$ cat config.mk
export PLATFORM = sky130hd
export DESIGN_NAME = masked_byte_pattern_scanner
export DESIGN_NICKNAME = d
export VERILOG_FILES = /design/src/sv/mbps_pkg.sv /design/src/sv/mbps_front.sv /design/src/sv/mbps_queue.sv /design/src/sv/mbps_back.sv /design/src/sv/masked_byte_pattern_scanner.sv
export SDC_FILE = /design/constraint.sdc
export NUM_CORES = 2
export LEC_CHECK = 0
export ABC_CLOCK_PERIOD_IN_PS = 18300
export BUFFER_PORTS_ARGS = -buffer_cell sky130_fd_sc_hd__buf_4
export CORE_MARGIN = 8
export CORE_UTILIZATION = 35
export CTS_BUF_LIST = sky130_fd_sc_hd__clkbuf_8
export DETAILED_ROUTE_END_ITERATION = 6
export GPL_TIMING_DRIVEN = 0
export PLACE_DENSITY_LB_ADDON = 0.15
export RECOVER_POWER = 25
export SYNTH_ARGS = -nofsm -noshare
export SYNTH_HDL_FRONTEND = slang
export SYNTH_SLANG_ARGS = --single-unit
$ cat constraint.sdc
create_clock -name clock -period 18.3 [get_ports clock]
set_input_delay 0 -clock clock [delete_from_list [all_inputs] [get_ports clock]]
set_output_delay 0 -clock clock [all_outputs]
set_load 0.05 [all_outputs]
$ cat src/sv/mbps_pkg.sv
// Shared types and constants of the masked byte pattern scanner.
`timescale 1ns / 1ps
package mbps_pkg;

   localparam int ADDR_W      = 64;
   localparam int CSR_W       = 64;
   localparam int CSR_IDX_W   = 3;
   localparam int LENGTH_W    = 5;
   localparam int LANE_SLOTS  = 16;
   localparam int LANES_W     = 8 * LANE_SLOTS;
   localparam int QUEUE_DEPTH = 2;
   localparam int QUEUE_CNT_W = $clog2(QUEUE_DEPTH + 1);
   localparam int QUEUE_PTR_W = $clog2(QUEUE_DEPTH);

   typedef enum logic [CSR_IDX_W-1:0] {
      CSR_PATTERN_LOW    = 3'd0,
      CSR_PATTERN_HIGH   = 3'd1,
      CSR_MASK_LOW       = 3'd2,
      CSR_MASK_HIGH      = 3'd3,
      CSR_PATTERN_LENGTH = 3'd4,
      CSR_BASE_ADDRESS   = 3'd5
   } mbps_csr_type;

   // Match setup handed to the front end.
   typedef struct packed {
      logic [LANES_W-1:0]  pattern;
      logic [LANES_W-1:0]  mask;
      logic [LENGTH_W-1:0] length;
   } mbps_match_cfg_type;

   // One queued result: found flag and offset of the first matching byte.
   typedef struct packed {
      logic              found;
      logic [ADDR_W-1:0] offset;
   } mbps_entry_type;

   // Handshake between a producer and the queue.
   typedef struct packed {
      logic           push;
      mbps_entry_type entry;
   } mbps_push_type;

   typedef struct packed {
      logic           valid;
      mbps_entry_type entry;
   } mbps_head_type;

endpackage

$ cat src/sv/mbps_front.sv
// Front end: byte window, masked compare and scan control.
`timescale 1ns / 1ps
module mbps_front #(
   parameter int MAX_PATTERN = 16
) (
   input  logic                        clock,
   input  logic                        reset,
   input  logic                        accept,
   input  logic [7:0]                  data_byte,
   input  logic                        last_byte,
   input  logic                        read_error,
   input  mbps_pkg::mbps_match_cfg_type cfg,
   output mbps_pkg::mbps_push_type     push_out
);
   import mbps_pkg::*;

   localparam int LEN_W = $clog2(MAX_PATTERN + 1);
   localparam int IDX_W = $clog2(MAX_PATTERN);

   logic [7:0]        window_ff [MAX_PATTERN];
   logic [7:0]        window_in [MAX_PATTERN];
   logic [LEN_W-1:0]  fill_ff, fill_in, fill_next;
   logic [ADDR_W-1:0] offset_ff, offset_in;
   logic              finished_ff, finished_in;

   logic [LEN_W-1:0]       len, len_m1;
   logic [MAX_PATTERN-1:0] lane_ok;
   logic                   match;

   // Clamp the configured length to 1..MAX_PATTERN.
   always_comb begin
      if (cfg.length == '0) begin
         len = LEN_W'(1);
      end else if (cfg.length > LENGTH_W'(MAX_PATTERN)) begin
         len = LEN_W'(MAX_PATTERN);
      end else begin
         len = cfg.length[LEN_W-1:0];
      end
      len_m1 = len - LEN_W'(1);
   end

   // Window with the new byte shifted in, newest at slot 0.
   always_comb begin
      window_in[0] = data_byte;
      for (int k = 1; k < MAX_PATTERN; k++) begin
         window_in[k] = window_ff[k-1];
      end
      fill_next = (fill_ff == LEN_W'(MAX_PATTERN)) ? fill_ff : fill_ff + LEN_W'(1);
   end

   // Pattern lane i lines up with window slot len-1-i.
   always_comb begin
      logic [LEN_W-1:0] slot;
      for (int i = 0; i < MAX_PATTERN; i++) begin
         slot = len_m1 - LEN_W'(i);
         lane_ok[i] = (LEN_W'(i) >= len) ||
                      ((window_in[slot[IDX_W-1:0]] & cfg.mask[8*i +: 8])
                       == cfg.pattern[8*i +: 8]);
      end
      match = (fill_next >= len) && (&lane_ok);
   end

   always_comb begin
      fill_in        = fill_ff;
      offset_in      = offset_ff;
      finished_in    = finished_ff;
      push_out.push  = 1'b0;
      push_out.entry = '0;
      if (accept) begin
         priority if (finished_ff) begin
            if (last_byte) begin
               fill_in     = '0;
               offset_in   = '0;
               finished_in = 1'b0;
            end
         end else if (read_error) begin
            push_out.push = 1'b1;
            if (last_byte) begin
               fill_in   = '0;
               offset_in = '0;
            end else begin
               finished_in = 1'b1;
            end
         end else if (match) begin
            push_out.push         = 1'b1;
            push_out.entry.found  = 1'b1;
            push_out.entry.offset = offset_ff - ADDR_W'(len_m1);
            if (last_byte) begin
               fill_in   = '0;
               offset_in = '0;
            end else begin
               fill_in     = fill_next;
               finished_in = 1'b1;
            end
         end else if (last_byte) begin
            push_out.push = 1'b1;
            fill_in       = '0;
            offset_in     = '0;
         end else begin
            fill_in   = fill_next;
            offset_in = offset_ff + ADDR_W'(1);
         end
      end
   end

   always_ff @(posedge clock) begin
      if (reset) begin
         fill_ff     <= '0;
         offset_ff   <= '0;
         finished_ff <= 1'b0;
      end else begin
         fill_ff     <= fill_in;
         offset_ff   <= offset_in;
         finished_ff <= finished_in;
      end
   end

   always_ff @(posedge clock) begin
      if (accept && !finished_ff && !read_error) begin
         window_ff <= window_in;
      end
   end

endmodule

$ cat src/sv/mbps_queue.sv
// Two-entry result queue between front end and back end.
`timescale 1ns / 1ps
module mbps_queue (
   input  logic                    clock,
   input  logic                    reset,
   input  mbps_pkg::mbps_push_type push_in,
   input  logic                    pop,
   output mbps_pkg::mbps_head_type head,
   output logic                    full
);
   import mbps_pkg::*;

   mbps_entry_type         store_ff [QUEUE_DEPTH];
   logic [QUEUE_PTR_W-1:0] wr_ptr_ff, wr_ptr_in, rd_ptr_ff, rd_ptr_in;
   logic [QUEUE_CNT_W-1:0] count_ff, count_in;

   logic do_pop;

   assign do_pop     = pop && (count_ff != '0);
   assign head.valid = (count_ff != '0);
   assign head.entry = store_ff[rd_ptr_ff];
   assign full       = (count_ff == QUEUE_CNT_W'(QUEUE_DEPTH));

   always_comb begin
      wr_ptr_in = wr_ptr_ff;
      rd_ptr_in = rd_ptr_ff;
      count_in  = count_ff;
      if (push_in.push) begin
         wr_ptr_in = (wr_ptr_ff == QUEUE_PTR_W'(QUEUE_DEPTH - 1)) ? '0 :
                     wr_ptr_ff + QUEUE_PTR_W'(1);
      end
      if (do_pop) begin
         rd_ptr_in = (rd_ptr_ff == QUEUE_PTR_W'(QUEUE_DEPTH - 1)) ? '0 :
                     rd_ptr_ff + QUEUE_PTR_W'(1);
      end
      unique case ({push_in.push, do_pop})
         2'b10:   count_in = count_ff + QUEUE_CNT_W'(1);
         2'b01:   count_in = count_ff - QUEUE_CNT_W'(1);
         default: count_in = count_ff;
      endcase
   end

   always_ff @(posedge clock) begin
      if (reset) begin
         wr_ptr_ff <= '0;
         rd_ptr_ff <= '0;
         count_ff  <= '0;
      end else begin
         wr_ptr_ff <= wr_ptr_in;
         rd_ptr_ff <= rd_ptr_in;
         count_ff  <= count_in;
      end
   end

   always_ff @(posedge clock) begin
      if (push_in.push) begin
         store_ff[wr_ptr_ff] <= push_in.entry;
      end
   end

endmodule

$ cat src/sv/mbps_back.sv
// Back end: address formation and the result output register.
`timescale 1ns / 1ps
module mbps_back (
   input  logic                          clock,
   input  logic                          reset,
   input  mbps_pkg::mbps_head_type       head,
   input  logic [mbps_pkg::ADDR_W-1:0]   base_address,
   output logic                          pop,
   output logic                          rsp_tvalid,
   input  logic                          rsp_tready,
   output logic [mbps_pkg::ADDR_W-1:0]   rsp_tdata,
   output logic                          rsp_tuser
);
   import mbps_pkg::*;

   logic              valid_ff, valid_in;
   logic [ADDR_W-1:0] addr_ff, addr_in;
   logic              found_ff, found_in;

   assign pop = head.valid && (!valid_ff || rsp_tready);

   always_comb begin
      valid_in = valid_ff;
      addr_in  = addr_ff;
      found_in = found_ff;
      if (pop) begin
         valid_in = 1'b1;
         found_in = head.entry.found;
         addr_in  = head.entry.found ? base_address + head.entry.offset : '0;
      end else if (rsp_tready) begin
         valid_in = 1'b0;
      end
   end

   always_ff @(posedge clock) begin
      if (reset) begin
         valid_ff <= 1'b0;
      end else begin
         valid_ff <= valid_in;
      end
   end

   always_ff @(posedge clock) begin
      addr_ff  <= addr_in;
      found_ff <= found_in;
   end

   assign rsp_tvalid = valid_ff;
   assign rsp_tdata  = addr_ff;
   assign rsp_tuser  = found_ff;

endmodule

$ cat src/sv/masked_byte_pattern_scanner.sv
// Top level of the masked byte pattern scanner: registers and block wiring.
//
//   channel  dir  handshake              payload
//   req      in   req_tvalid/req_tready  tdata=data_byte, tlast=last_byte, tuser=read_error
//   rsp      out  rsp_tvalid/rsp_tready  tdata=match_address, tuser=found
//   csr      in   csr_we                 csr_index, csr_wdata (no read-back)
//
// One byte word is taken every cycle while a queue slot is free; the front end compares
// the shifted window against all pattern lanes in the cycle the byte arrives.
// A result passes the queue, then the output register, on its way to rsp; the 64-bit
// base add sits in the back end.
// Synchronous active-high reset clears scan state, queue and output valid, and
// loads the register defaults (pattern_length 1, all else 0).
// req_tready drops only while the two-entry result queue is full, which
// happens when rsp is stalled and results keep coming.
`timescale 1ns / 1ps
module masked_byte_pattern_scanner #(
   parameter int MAX_PATTERN = 16
) (
   input  logic                            clock,
   input  logic                            reset,
   // input byte stream
   input  logic                            req_tvalid,
   output logic                            req_tready,
   input  logic [7:0]                      req_tdata,   // [7:0] data_byte
   input  logic                            req_tlast,
   input  logic                            req_tuser,   // [0] read_error
   // result stream
   output logic                            rsp_tvalid,
   input  logic                            rsp_tready,
   output logic [mbps_pkg::ADDR_W-1:0]     rsp_tdata,   // [63:0] match_address
   output logic                            rsp_tuser,   // [0] found
   // configuration writes
   input  logic                            csr_we,
   input  logic [mbps_pkg::CSR_IDX_W-1:0]  csr_index,
   input  logic [mbps_pkg::CSR_W-1:0]      csr_wdata
);
   import mbps_pkg::*;

   logic [CSR_W-1:0]    pattern_low_ff, pattern_high_ff;
   logic [CSR_W-1:0]    mask_low_ff, mask_high_ff;
   logic [LENGTH_W-1:0] length_ff;
   logic [ADDR_W-1:0]   base_ff;

   mbps_match_cfg_type match_cfg;
   mbps_push_type      push;
   mbps_head_type      head;
   logic               queue_full;
   logic               queue_pop;
   logic               accept;

   // Register file: write only, unknown indexes drop the write.
   always_ff @(posedge clock) begin
      if (reset) begin
         pattern_low_ff  <= '0;
         pattern_high_ff <= '0;
         mask_low_ff     <= '0;
         mask_high_ff    <= '0;
         length_ff       <= LENGTH_W'(1);
         base_ff         <= '0;
      end else if (csr_we) begin
         unique case (mbps_csr_type'(csr_index))
            CSR_PATTERN_LOW:    pattern_low_ff  <= csr_wdata;
            CSR_PATTERN_HIGH:   pattern_high_ff <= csr_wdata;
            CSR_MASK_LOW:       mask_low_ff     <= csr_wdata;
            CSR_MASK_HIGH:      mask_high_ff    <= csr_wdata;
            CSR_PATTERN_LENGTH: length_ff       <= csr_wdata[LENGTH_W-1:0];
            CSR_BASE_ADDRESS:   base_ff         <= csr_wdata;
            default:            ;
         endcase
      end
   end

   // Lane i of pattern and mask sits in bits 8i+7:8i.
   assign match_cfg.pattern = {pattern_high_ff, pattern_low_ff};
   assign match_cfg.mask    = {mask_high_ff, mask_low_ff};
   assign match_cfg.length  = length_ff;

   // Hold off input only while no queue slot is free.
   assign req_tready = !queue_full;
   assign accept     = req_tvalid && req_tready;

   mbps_front #(
      .MAX_PATTERN (MAX_PATTERN)
   ) u_front (
      .clock      (clock),
      .reset      (reset),
      .accept     (accept),
      .data_byte  (req_tdata),
      .last_byte  (req_tlast),
      .read_error (req_tuser),
      .cfg        (match_cfg),
      .push_out   (push)
   );

   mbps_queue u_queue (
      .clock   (clock),
      .reset   (reset),
      .push_in (push),
      .pop     (queue_pop),
      .head    (head),
      .full    (queue_full)
   );

   mbps_back u_back (
      .clock        (clock),
      .reset        (reset),
      .head         (head),
      .base_address (base_ff),
      .pop          (queue_pop),
      .rsp_tvalid   (rsp_tvalid),
      .rsp_tready   (rsp_tready),
      .rsp_tdata    (rsp_tdata),
      .rsp_tuser    (rsp_tuser)
   );

endmodule

==> impl_metrics.csv <==
group,metric,value,unit
logic_synthesis,yosys-top-cells-area,"edfxtp_1 23%, dfxtp_1 19%, nand2_1 9.9%",
finish,areaGrowthSynthToFinish,16.8,%
timing,slew_headroom,-0.881,
die,die_w,360,um
logic_synthesis,syn_inst,4754,
worst_setup_path,arrival,9.21,ns
die,core-area,0.118,sq mm
logic_synthesis,synth_compound_area_frac,0.193,
worst_hold_path,hp-start,"csr_wdata[29]",
logic_synthesis,synth_top_family_by_area,"compound AO/OA/AOI/OAI gates",
detailed_routing,remaining_drc_errors,1,
worst_setup_path,worstPathMaxFanout,10,
die,die_area,0.129,sq mm
worst_setup_path,r2r_cells,19,
logic_synthesis,syn_avg_cell_area,8.69,sq um
global_routing,antenna_found_initial,18,
worst_setup_path,worstSetupEndpointType,"register",
logic_synthesis,synth_fa_ha_area_frac,0.0234,
timing,setup-tns-final,0,ns
timing,min_period,8.68,ns
logic_synthesis,ys_seq_area_frac,0.423,
clock_tree,cts.htree.levels,4,
finish,fin_nets,5351,
global_routing,grt_pass1_vias,38000,
global_routing,grt_max_degree,45,
placed_design,finalWeightedCongestion,1.08,
job,cap_violations,1,
pwr,finalPower,5.02,mW
logic_synthesis,synth_edf_count,315,
timing,setup_viol,0,
logic_synthesis,synth_simple_gate_area_share,0.189,
detailed_routing,avgViaCountPerCell,5.93,
pwr,peakVddDrop,0.000104,V
pwr,power_density,104,mW/mm^2
clock_tree,cts_root_buf,"clkbuf_8",
worst_setup_path,cp_slowest_cell,"clkbuf_1",
detailed_routing,wire_per_inst,28.7,um
clock_tree,ctsResizeCount,0,
logic_synthesis,synth_xor_area_frac,0.0462,
global_routing,grt_use_total,0.288,
worst_setup_path,cpMostUsedCell,"buf_2",
worst_setup_path,startpoint_type,"register",
die,start_util,0.351,
timing,skew,0.0677,ns
worst_setup_path,crit_path_cell_trace,"buf_2, nor2b_1, a21oi_4, inv_2, buf_2, buf_2, buf_2, clkbuf_1, a21oi_1, a2bb2oi_1, o22ai_1, xor2_1, nor4_1, a21boi_0, a2111o_1, nor4_1, nand4_1, clkbuf_1, a21oi_1",
detailed_routing,postRouteWirelength,196000,um
clock_tree,tritoncts,"yes",
worst_setup_path,criticalPathCategory,"register to register",
logic_synthesis,yosysMostFrequentCell,"nand2_1",
worst_hold_path,whs_endpoint,"pattern_low_ff[29]",
outcome,status,"finished with violations",
timing,hold_viol,0,
worst_setup_path,crit-reg2reg-capture,"u_queue.store_ff[1][44]",
logic_synthesis,synth_top_area_share,0.229,
logic_synthesis,synth_cell_types,92,
logic_synthesis,yosysTopAreaCell,"edfxtp_1",
logic_synthesis,ys_seq_elements,716,
logic_synthesis,async_flop_share,0,
logic_synthesis,syn_area,0.0413,sq mm
detailed_routing,ant_nets,0,
finish,drive_gt1_frac,0.0869,
placed_design,port_buffers,147,
logic_synthesis,synth.area.mux_share,0.0842,
logic_synthesis,synthTopCellsByCount,"1090 x nand2_1, 601 x a21oi_1, 401 x dfxtp_1",
timing,worst_pin_slew,2.82,ns
global_routing,gr-total-overflow,0,
global_routing,grt_pass1_wl,275000,um
worst_setup_path,slowest_delay,0.85,ns
timing,finalCritPeriodShare,0.474,
outcome,violations,"design-rule violations, max-capacitance violations, max-slew violations",
placed_design,dp_hpwl,146000,um
die,die_h,360,um
logic_synthesis,synth_nets,4911,
detailed_routing,drtIter0Drc,5170,
detailed_routing,dr.pass1.iters,7,
die,std_cell_rows,126,
timing,grt_setup_unrepaired,"no",
worst_setup_path,cp.required,18.84,ns
logic_synthesis,yosys_warnings,0,
detailed_routing,dr_total_vias,40500,
timing,drv_slew,45,
die,io_pins,149,
clock_tree,clock-sinks,716,
pwr,power.leakage,16.9,nW
clock_tree,clk_latency,0.87,ns
clock_tree,cts_buffer_depth,3,
worst_setup_path,r2r-start,"length_ff[0]",
clock_tree,numCtsBuffers,133,
clock_tree,path_clk_slew,0.06,ns
worst_hold_path,hold_depth,4,
worst_hold_path,hp-class,"input pin to register",
logic_synthesis,ys.flop_type,"dfxtp_1",
worst_setup_path,r2r_slack,9.62,ns
timing,max_freq,0.115,GHz
[cell families (layout without fill, tap and decap cells)]
group / Yosys count / after routing
multiplexers: 285 / 285
AND/OR/NAND/NOR: 1776 / 1776
adder cells (fa/ha/maj): 77 / 77
other: 1 / 11
flip-flops: 716 / 716
AO/OA/AOI/OAI: 1260 / 1260
XOR/XNOR: 217 / 217
buffers and inverters: 422 / 962
[sequential cells by signal, summed over array words and instances, names as in the netlist, 64 cells and up, named ones only]
signal	cells
u_queue.store_ff	130
u_front.window_ff	120
base_ff	64
mask_high_ff	64
mask_low_ff	64
pattern_high_ff	64
pattern_low_ff	64
u_back.rsp_tdata	64
u_front.offset_ff	64
[worst max-delay path: cells and delay by family, from the launching register on]
| family | cells | cell delay (ns) |
|---|---|---|
| AO/OA/AOI/OAI | 7 | 2.48 |
| XOR/XNOR | 1 | 0.20 |
| buffers and inverters | 7 | 2.50 |
| flip-flops | 1 | 0.32 |
| AND/OR/NAND/NOR | 4 | 2.85 |
[placed cells by master (no fill, tap or decap), drive strengths merged, types with 26 or more instances in the layout]
cell and n:
nand2 1090, a21oi 603, clkbuf 500, dfxtp 401
edfxtp 315, nor2 210, mux2i 179, buf 161
dlygate4sd3 150, xnor2 136, inv 117, o22ai 101
o21ai 90, xor2 81, ha 74, nand3 70
a22oi 68, nor3 68, nand2b 62, mux2 62
and3 58, a21o 52, nor4 48, nand4 47
mux4 44, a31oi 38, o22a 36, a2bb2oi 28
o41ai 27, o311ai 26, clkinv 26
[power breakdown]
group	total (mW)	leakage (nW)	switching [mW]	internal (mW)
registers	2.03	6.23	0.141	1.89
logic	1.49	9.20	1.06	0.425
clock network	1.51	1.47	0.727	0.779
[stage by stage]
step                cell area (sq um)  instances  hold slack, ns  setup WS [ns]   util
finish                          48300       6840          0.0662           9.62  0.411
global route                    48300       6836          0.0389           9.68  0.410
CTS                             48600       6830        0.000853           9.97  0.413
detailed placement              44500       6445           0.296          10.11  0.379
global placement                44300       6437           0.290           5.87  0.377
floorplan                       41300       4754          0.0989          11.03      -
[worst max path at each step]
| stage | start | endpoint | slack (ns) | cells after the start |
|---|---|---|---|---|
| after global routing | length_ff[0] | u_queue.store_ff[1][47] | 9.68 | 20 |
| after CTS | length_ff[0] | u_front.finished_ff | 9.97 | 23 |
| after global placement | length_ff[0] | u_queue.store_ff[1][49] | 5.87 | 19 |
| after detailed placement | length_ff[0] | u_queue.store_ff[1][49] | 10.11 | 20 |
| after floorplan | length_ff[0] | u_queue.store_ff[1][0] | 11.03 | 15 |
| final | length_ff[0] | u_queue.store_ff[1][44] | 9.62 | 19 |
[routing by layer]
layer | routed length (um) | part of all wire | track usage
met4 | 10100 | 0.051 | 0.130
met2 | 79300 | 0.40 | 0.410
met5 | 0 | 0 | 0
met3 | 23100 | 0.12 | 0.0904
met1 | 84000 | 0.43 | 0.398
[final cells by class]
cell class,instances,area [sq um]
diodes,10,25.0
well taps,1536,1920
flip-flops and latches,716,17500
plain buffers,360,1460
fillers,12000,69300
repair buffers,305,2470
inverters,62,235
clock buffers,146,2010
clock inverters,89,514
multi-input cells,3616,22200
[what timing repair did]
| item | 4_1_cts | 5_1_grt |
|---|---|---|
| buffers inserted | 0 | 0 |
| hold buffers | 150 | 0 |
| endpoints found under the hold margin | 405 | 0 |
Note: power is estimated with default switching activity, not from simulation.
